`src/sv/integer_point_in_polygon_defines.svh`:
```
`ifndef INTEGER_POINT_IN_POLYGON_DEFINES_SVH
`define INTEGER_POINT_IN_POLYGON_DEFINES_SVH

// Same-cycle implication, clocked on clk, off during reset.
`define IPIP_ASSERT_NOW(lbl, ante, cons, msg) \
	lbl: assert property (@(posedge clk) disable iff (!arst_n) (ante) |-> (cons)) \
		else $error(msg);

// Next-cycle implication, clocked on clk, off during reset.
`define IPIP_ASSERT_NEXT(lbl, ante, cons, msg) \
	lbl: assert property (@(posedge clk) disable iff (!arst_n) (ante) |=> (cons)) \
		else $error(msg);

`endif

```
`src/sv/ipip_pkg.sv`:
```
package ipip_pkg;

	localparam int MAX_VERTICES = 256;
	localparam int COORD_BITS   = 16;
	localparam int ADDR_W       = $clog2(MAX_VERTICES);
	localparam int CNT_W        = $clog2(MAX_VERTICES + 1);
	localparam int DIFF_W       = COORD_BITS + 1;
	localparam int PROD_W       = 2 * DIFF_W;
	localparam int VTX_W        = 2 * COORD_BITS;

	typedef enum logic [1:0] {
		KIND_CLEAR  = 2'd0,
		KIND_APPEND = 2'd1,
		KIND_TEST   = 2'd2
	} kind_t;

	typedef struct packed {
		logic [1:0]                   kind;
		logic signed [COORD_BITS-1:0] coord_x;
		logic signed [COORD_BITS-1:0] coord_y;
	} ipip_req_t;

	typedef struct packed {
		logic inside_res;
		logic truncated;
	} ipip_res_t;

	// controller -> datapath
	typedef struct packed {
		logic clr;
		logic app;
		logic tst;
		logic step;
	} ipip_cmd_t;

	// datapath -> controller
	typedef struct packed {
		logic empty;
		logic walk_last;
	} ipip_sts_t;

endpackage

```
`src/sv/ipip_ctrl.sv`:
```
module ipip_ctrl (
	input  logic                  clk,
	input  logic                  arst_n,
	input  logic                  start,
	input  ipip_pkg::ipip_req_t   req,
	input  ipip_pkg::ipip_sts_t   sts,
	output ipip_pkg::ipip_cmd_t   cmd,
	output logic                  busy,
	output logic                  done
);
	import ipip_pkg::*;

	typedef enum logic [4:0] {
		ST_IDLE   = 5'b00001,
		ST_WALK   = 5'b00010,
		ST_FLUSH1 = 5'b00100,
		ST_FLUSH2 = 5'b01000,
		ST_RESULT = 5'b10000
	} state_t;

	state_t state_q, state_d;
	logic   accept;

	assign accept = start && (state_q == ST_IDLE);
	assign busy   = (state_q != ST_IDLE);
	assign done   = (state_q == ST_RESULT);

	assign cmd.clr  = accept && (req.kind == KIND_CLEAR);
	assign cmd.app  = accept && (req.kind == KIND_APPEND);
	assign cmd.tst  = accept && (req.kind == KIND_TEST);
	assign cmd.step = (state_q == ST_WALK);

	always_comb begin
		state_d = state_q;
		unique case (state_q)
			ST_IDLE: begin
				if (cmd.tst) begin
					// empty polygon: parity stays clear, report at once
					state_d = sts.empty ? ST_RESULT : ST_WALK;
				end
			end
			ST_WALK: begin
				if (sts.walk_last) begin
					state_d = ST_FLUSH1;
				end
			end
			ST_FLUSH1: state_d = ST_FLUSH2;
			ST_FLUSH2: state_d = ST_RESULT;
			ST_RESULT: state_d = ST_IDLE;
			default:   state_d = ST_IDLE;
		endcase
	end

	always_ff @(posedge clk or negedge arst_n) begin
		if (!arst_n) begin
			state_q <= ST_IDLE;
		end else begin
			state_q <= state_d;
		end
	end

endmodule

```
`config.mk`:
```
export PLATFORM = sky130hd
export DESIGN_NAME = ipip_ctrl
export DESIGN_NICKNAME = d
export VERILOG_FILES = /design/src/sv/integer_point_in_polygon_defines.svh /design/src/sv/ipip_pkg.sv /design/src/sv/ipip_ctrl.sv
export SDC_FILE = /design/constraint.sdc
export NUM_CORES = 1
export LEC_CHECK = 0
export ABC_CLOCK_PERIOD_IN_PS = 1250
export BUFFER_PORTS_ARGS = -buffer_cell sky130_fd_sc_hd__buf_2
export CAP_MARGIN = 5
export CORE_AREA = 5 5 42 44
export DETAILED_ROUTE_END_ITERATION = 6
export DIE_AREA = 0 0 47 49
export GPL_TIMING_DRIVEN = 0
export MAX_ROUTING_LAYER = met4
export PLACE_DENSITY = 0.66
export RECOVER_POWER = 100
export SYNTH_ARGS = -nofsm -noshare
export SYNTH_HDL_FRONTEND = slang
export SYNTH_SLANG_ARGS = --single-unit
export TNS_END_PERCENT = 100
```
`constraint.sdc`:
```
create_clock -name clk -period 1.25 [get_ports clk]
set_input_delay 0.0625 -clock clk [delete_from_list [all_inputs] [get_ports clk]]
set_output_delay 0.0625 -clock clk [all_outputs]
set_load 0.005 [all_outputs]
```
Word level (Yosys, flattened, before mapping)

Index checks and enable logic that the tools add are counted.
Widths: inputs -> output; s select.

Equality and inequality tests: 10
Reduce and logical (&&, ||, !) cells: 6
Muxes and demuxes: 4

Operator list:

| cell               | count |
|---|---|
| $pmux 5 s4         | 1 |
| $mux 5             | 3 |
| $eq 5x1->1 const B | 1 |
| $eq 5x2->1 const B | 1 |
| $eq 5x3->1 const B | 1 |
| $eq 5x4->1 const B | 1 |
| $eq 5x5->1 const B | 1 |
| $ne 5x1->1 const B | 1 |
| $logic_and 1x1->1  | 4 |
| $ne 2x2->1 const B | 2 |
| $eq 2x1->1 const B | 1 |
| $eq 2x2->1 const B | 1 |
| $logic_not 2->1    | 1 |
| $reduce_and 2->1   | 1 |

Output and inout port bits: 6
Bits of input ports: 39
Register bits: 5
Logic and storage cells: 21

Depth between registers and ports, before layout

Gate-level depths: netlist (run 1).

Depth after elaboration: 5
Depth in mapped cells: 3
Depth with buffers taken out: 3

Least setup slack after synthesis (run 1)

Ideal clock, no wire load.

Path kind: flip-flop to output port
From: register state_q[0]
To: output port cmd[2] in the netlist's numbering
Setup slack: -0.224 ns
Data required time: 1.188 ns
Stages on the path, launching flop included: 4
Buffers on the path: 0
Arrival: 1.411 ns
Cell sequence: dfstp_2 -> or3b_1 -> or2_4 -> nor4b_2

RTL lines:

| what                   | RTL line        | RTL |
|---|---|---|
| start, declared        | ipip_ctrl.sv:21 | `state_t state_q, state_d;` |
| start signal, assigned | ipip_ctrl.sv:58 | `state_q <= state_d;` |
| end, declared          | ipip_ctrl.sv:7  | `output ipip_pkg::ipip_cmd_t cmd,` |

==> impl_results.md, run 1 <==
* Largest family of logic cells by synthesized area: simple AND/OR/NAND/NOR gates
* Ys Warns at 0
* Placed Area at 408 µm²
* Syn Nets at 68
* RSZ-0062 raised after global routing: true
* Routability congestion estimate at 0.739
* Gr usage total at 0.0830
* CP Capture Type: output pin
* Failing checks: setup timing
* Worst R2R Setup Slack at -0.39 ns
* Number of synthesized flops with an enable pin at 0
* PD cells at 870 nW/µm²
* Core region area at 1400 µm²
* Register bit count reported by yosys at 5
* Die area at 2300 µm²
* Die H at 49 µm
* Final hold vios at 0
* Hold path startpoint: sts[0]
* Number of clock sinks at 5
* Distinct cells, synth at 19
* Cell count after synthesis at 29
* Root Driver: clkbuf_4
* TritonCTS clock tree: built
* Final setup viols at 8
* Design area at 499 µm²
* RR Startpoint: state_q[0]
* Fraction of layout cells with a size suffix above 1 at 0.510
* Worst-path maximum fanout at 3
* Initial antenna violation count at 0
* Post-synthesis compound-gate area fraction at 0.0484
* Clock Latency Late Sink at 0.24 ns
* Post-synthesis mux area share at 0
* WHS Endpoint: state_q[2]
* Mapped cell area at 310 µm²
* IO buf count at 12
* DR vias/cell at 4.33
* Slew HR at 0.820
* Crit path DAT at 1.74 ns
* Vias in the first global route at 324
* Post-Route M1 WL at 295 µm
* Max reg flops at 5
* # DRC at 0
* N_diodes at 0
* Clock slew at reported path FFs at 0.04 ns
* Required @ worst endpoint at 1.19 ns
* Syn-to-layout area delta at 60.9%
* Status: complete, but fails checks
* Total power at 434 µW
* Final min period at 1.80 ns
* Hold/Removal Path Class: input port to flip-flop
* H-tree levels at 1
* Worst reg2reg path depth at 6
* Largest net degree at the start of global routing at 7
* Top_reg_cell synth: dfrtp_1
* Global route overflow at 0
* Critical path depth at 4
* Post-synth top area share at 0.323
* Maxcap violations at 0
* Chip Width at 47 µm
* Delay-heaviest family, CP: simple AND/OR/NAND/NOR gates
* Num CTS Buffers at 3
* Post-synthesis sequential area ratio at 0.407
* Final core occ at 0.356
* Startpoint Class: flip-flop
* DR vias at 290
* VDD IR max at 0.464 mV
* Global-route wire length before repair at 1.31 mm
* Routed length on met3 at 33 µm
* Setup ws final at -0.553 ns
* DRT Wirelength at 756 µm
* Hold path depth at 2
* Avg Synthesized Cell Area at 10.7 µm²
* Detailed-routed wire length on met2 at 427 µm
* Worst Tran Pin Value at 0.266 ns
* Clock Path Buffers at 2
* Number of fill cells in the layout at 162
* Initial DRT Pass Iterations at 1
* Fmax at 555 MHz
* Initial Util at 0.221
* # IOs at 45
* Post-Synth Simple-Gate Area at 0.468
* Post-synthesis xor/xnor area fraction at 0.0282
* Hold WS at 0.0443 ns
* P_leak at 0.248 nW
* Final Max Tran Viols at 0
* CP bufs+invs at 1
* Post-route ant nets at 0
* Biggest regs: state_q: 5 flops
* Fin crit share at 1.44
* Setup CP Type: flip-flop to output pin
* Most flops, register: state_q
* Synth async-reset ratio at 1.00
* Routed WL per cell at 11.3 µm
* Setup_tns at -2.89 ns
* Uppermost layer routed: met3
* Crit path max-delay cell type: dfstp_2
* Synth top cells by count: 4 x dfrtp_1, 4 x inv_1
* Setup Skew at 0.0000887 ns
* NumNets Final at 91
* Synth Area in Adders at 0
* Rows at 14
* Largest cells by area after synthesis: dfrtp_1 32%, nor4b_2 9.7%, dfstp_2 8.5%, or2_4 5.6%, and4bb_4 5.2%
* 1st-iter DRT viols at 0
* Cells along the critical path: or3b_4, or2_4, nor4b_4, buf_2
* Hpwl dp at 519 µm
* Synth area leader: dfrtp_1
* Reg2reg end: state_q[1]
* Crit-path max cell delay at 0.52 ns
## repair_timing
action / in CTS / in global routing
endpoints found under the hold margin: 5 / 0
buffers inserted: 5 / 1
resized for setup: 5 / 1
setup endpoints to repair: 7 / 9
hold buffers: 1 / 0
pin swaps: 0 / 1
## routing by layer
layer	global-route usage	up-vias
li1	-	148
met5	-	-
met1	0.0811	136
met2	0.127	6
met3	0.0258	0
met4	0.0691	0
## placed cells by master, fill, tap and decap left out
cell type | synthesis | layout
a22o_1 | 1 | 1
and2_1 | 1 | 1
and3_1 | 1 | 1
and4bb_1 | 0 | 1
buf_2 | 0 | 10
buf_4 | 0 | 3
buf_6 | 0 | 3
clkbuf_1 | 0 | 2
clkbuf_4 | 0 | 3
dfrtp_1 | 4 | 4
dfstp_2 | 1 | 1
dlygate4sd3_1 | 0 | 1
inv_1 | 4 | 4
nand3b_1 | 2 | 2
nor2_1 | 2 | 2
nor3_1 | 1 | 1
nor3_4 | 0 | 1
nor3b_1 | 1 | 1
nor4_1 | 1 | 1
nor4b_1 | 1 | 1
nor4b_4 | 0 | 2
o22ai_1 | 1 | 1
or2_4 | 2 | 2
or3b_4 | 0 | 1
xnor2_1 | 1 | 1
## cells by family after synthesis
logic type             Yosys count
flip-flops                       5
XOR/XNOR                         1
AO/OA/AOI/OAI                    2
AND/OR/NAND/NOR                 17
buffers and inverters            4
## worst max path at each step
stage / slack, ns / endpoint / from
after floorplan: -0.22 / cmd[2] / state_q[0]
after global placement: -0.36 / cmd[3] / state_q[0]
after detailed placement: -0.37 / cmd[3] / state_q[0]
after CTS: -0.56 / cmd[3] / state_q[0]
after global routing: -0.62 / cmd[3] / state_q[0]
final: -0.55 / cmd[3] / state_q[0]
## report_power, final
group	leakage, nW	internal (mW)	total (mW)	switching [mW]
Sequential	0.0660	0.167	0.170	0.00267
Clock	0.0150	0.120	0.182	0.0620
Combinational	0.167	0.0460	0.0821	0.0361
Total	0.248	0.334	0.434	0.101
## layout make-up
type                    count  area (µm²)  share of cell area
clock buffers               4        26.3              0.0526
flip-flops and latches      5         126               0.253
well taps                  16        20.0              0.0401
repair buffers             18         120               0.241
multi-input cells          20         191               0.383
inverters                   4        15.0              0.0301
## metrics by stage
step           cells  worst slack [ns]
2_1_floorplan     29            -0.219
3_3_place_gp      57            -0.362
3_5_place_dp      57            -0.372
4_1_cts           67            -0.565
5_1_grt           67            -0.623
6_report          67            -0.553
Note: power is estimated with default switching activity, not from simulation.
==> inputs of run 2 (changes only) <==
--- a/config.mk
+++ b/config.mk
@@ -5,15 +5,16 @@
 export SDC_FILE = /design/constraint.sdc
 export NUM_CORES = 1
 export LEC_CHECK = 0
+export ABC_AREA = 1
 export ABC_CLOCK_PERIOD_IN_PS = 1250
 export BUFFER_PORTS_ARGS = -buffer_cell sky130_fd_sc_hd__buf_2
 export CAP_MARGIN = 5
-export CORE_AREA = 5 5 42 44
+export CORE_MARGIN = 5
+export CORE_UTILIZATION = 26
 export DETAILED_ROUTE_END_ITERATION = 6
-export DIE_AREA = 0 0 47 49
 export GPL_TIMING_DRIVEN = 0
 export MAX_ROUTING_LAYER = met4
-export PLACE_DENSITY = 0.66
+export PLACE_DENSITY = 0.69
 export RECOVER_POWER = 100
 export SYNTH_ARGS = -nofsm -noshare
 export SYNTH_HDL_FRONTEND = slang
==> impl_results.md, run 2 <==
* Status: complete, but fails checks
* Failing checks: setup timing
* Worst-path maximum fanout at 4 (+1)
* RR Startpoint: state_q[2]
* Most flops, register: state_q
* TritonCTS clock tree: built
* Global-route wire length before repair at 1.35 mm (+2.6%)
* Most frequent cells in the layout: 10 x inv_1, 10 x buf_2, 8 x nand2_1
* Initial antenna violation count at 0 (unchanged)
* Synth Area in Adders at 0 (unchanged)
* Required @ worst endpoint at 1.19 ns (about the same)
* Cells along the critical path: nor2_4, buf_4, buf_6, nand3_4, inv_2, buf_2
* Fmax at 751 MHz (+35%)
* Distinct cells, synth at 15 (-4)
* Largest cells by area after synthesis: dfrtp_1 29%, inv_1 12%, nor2_1 9.9%, nand2_1 8.8%, dfstp_2 7.7%
* IO buf count at 12 (unchanged)
* Routed WL per cell at 10.3 µm (-8.8%)
* Biggest regs: state_q: 5 flops
* Initial Util at 0.270 (+0.0488)
* Register bit count reported by yosys at 5 (unchanged)
* Post-synthesis sequential area ratio at 0.369 (-0.0386)
* Global route overflow at 0 (unchanged)
* Largest net degree at the start of global routing at 6 (-1)
* Fin crit share at 1.07 (-0.377)
* Crit path max-delay cell type: dfrtp_1
* Setup Skew at 0.00394 ns (+0.00385 ns)
* Vias in the first global route at 336 (+3.7%)
* Post-route ant nets at 0 (unchanged)
* # DRC at 0 (unchanged)
* 1st-iter DRT viols at 8 (+8)
* Clock Path Buffers at 2 (unchanged)
* Post-synthesis mux area share at 0 (unchanged)
* Final min period at 1.33 ns (-0.471 ns)
* Num CTS Buffers at 3 (unchanged)
* Startpoint Class: flip-flop
* DR vias at 380 (+31%)
* DR vias/cell at 4.27 (-1.4%)
* Mapped cell area at 343 µm² (+10%)
* Crit path DAT at 1.27 ns (-0.47 ns)
* Hpwl dp at 599 µm (+15%)
* Routability congestion estimate at 0.736 (-0.47%)
* Post-Synth Simple-Gate Area at 0.405 (-0.0626)
* Hold WS at 0.0983 ns (+0.0540 ns)
* Most numerous cell in the Yosys netlist: inv_1
* Largest family of logic cells by synthesized area: simple AND/OR/NAND/NOR gates
* Final core occ at 0.435 (+0.0787)
* Syn-to-layout area delta at 60.9% (about the same)
* Die area at 2140 µm² (-6.9%)
* Post-synth top area share at 0.292 (-0.0306)
* Max reg flops at 5 (unchanged)
* Design area at 552 µm² (+11%)
* Clock Latency Late Sink at 0.24 ns (about the same)
* Maxcap violations at 0 (unchanged)
* Slew HR at 0.821 (+0.00112)
* Placed Area at 422 µm² (+3.4%)
* Root Driver: clkbuf_4
* Gr usage total at 0.0940 (+0.0111)
* Fraction of layout cells with a size suffix above 1 at 0.473 (-0.0368)
* Synth top cells by count: 11 x inv_1, 9 x nor2_1, 8 x nand2_1
* VDD IR max at 0.868 mV (+87%)
* Rows at 13 (-1)
* Clock slew at reported path FFs at 0.04 ns (about the same)
* Post-synthesis xor/xnor area fraction at 0 (-0.0282)
* Hold path startpoint: sts[1]
* P_leak at 0.300 nW (+21%)
* Number of synthesized flops with an enable pin at 0 (unchanged)
* Top_reg_cell synth: dfrtp_1
* H-tree levels at 1 (unchanged)
* Crit path launch: state_q[2]
* Ys Warns at 0 (unchanged)
* DRT Wirelength at 916 µm (+21%)
* Setup CP Type: flip-flop to output pin
* Number of clock sinks at 5 (unchanged)
* Synth async-reset ratio at 1.00 (unchanged)
* Synth area leader: dfrtp_1
* Core region area at 1270 µm² (-9.5%)
* Worst Tran Pin Value at 0.268 ns (+0.00207 ns)
* Syn Nets at 88 (+29%)
* NumNets Final at 114 (+25%)
* Hold/Removal Path Class: input port to flip-flop
* Die H at 46.3 µm (-5.5%)
* Initial DRT Pass Iterations at 4 (+3)
* # IOs at 45 (unchanged)
* Chip Width at 46.3 µm (-1.5%)
* Cell count after synthesis at 49 (+69%)
* Final Max Tran Viols at 0 (unchanged)
* Dpl ws at 0.0711 ns (+0.443 ns)
* Final setup viols at 6 (-2)
* CP Capture Type: output pin
* RSZ-0062 raised after global routing: true
* Avg Synthesized Cell Area at 7.00 µm² (-35%)
* N_diodes at 0 (unchanged)
* Crit-path max cell delay at 0.41 ns (-0.11 ns)
* Post-synthesis compound-gate area fraction at 0.0949 (+0.0465)
* Final hold vios at 0 (unchanged)
* PD cells at 2110 nW/µm² (+140%)
* Setup ws final at -0.0818 ns (+0.471 ns)
## run 2: worst max-delay path, delay by kind of cell (launching register included)
kind | cells | cell delay (ns)
buffers and inverters | 4 | 0.40
and+or+nand+nor | 2 | 0.23
DFF | 1 | 0.41
## run 2: area by class of cell
class                           instances  area, µm²
Clock buffer                            4       26.3
Fill cell                             137        717
Inverter                               12       45.0
Multi-Input combinational cell         32        196
Sequential cell                         5        126
Tap cell                               15       18.8
Timing Repair Buffer                   21        139
## run 2: routing by layer
layer | part of all wire | GRT usage
met4 | 0.0098 | 0.0511
met3 | 0.062 | 0.0273
met2 | 0.59 | 0.176
met5 | 0 | -
met1 | 0.33 | 0.0820
## run 2: cells by family after synthesis
family	after synthesis
AOI/OAI and AO/OA	6
buffers and inverters	12
DFF	5
and+or+nand+nor	26
## run 2: where the power goes
group	total, mW	switching [mW]	internal, mW
logic	0.720	0.376	0.344
registers	0.255	0.0345	0.220
clock network	0.188	0.0671	0.121
## run 2: stage by stage
step / setup TNS (ns) / std cells / power (mW)
global placement: 0 / 76 / 0.704
floorplan: 0 / 49 / 0.589
finish: -0.392 / 89 / 1.16
detailed placement: 0 / 76 / 0.715
global route: -0.821 / 89 / 1.25
CTS: -0.254 / 86 / 1.04
## run 2: repair_timing
item,in CTS,in global routing
resized for setup,4,4
endpoints found under the hold margin,5,0
pin swaps,4,0
buffers inserted,5,3
endpoints found under the setup margin,3,8
hold buffers,1,0
## run 2: final timing paths
| path | endpoint | slack [ns] | cells past startpoint |
|---|---|---|---|
| worst max-delay path | cmd[0] | -0.08 | 6 |
| worst min register to register | state_q[3] | 0.61 | 3 |
| min in group asynchronous | state_q[1] | 0.20 | 2 |
| max in group asynchronous | state_q[0] | 0.78 | 2 |
| worst max register to register | state_q[4] | 0.05 | 8 |
| worst min-delay path | state_q[1] | 0.1 | 4 |
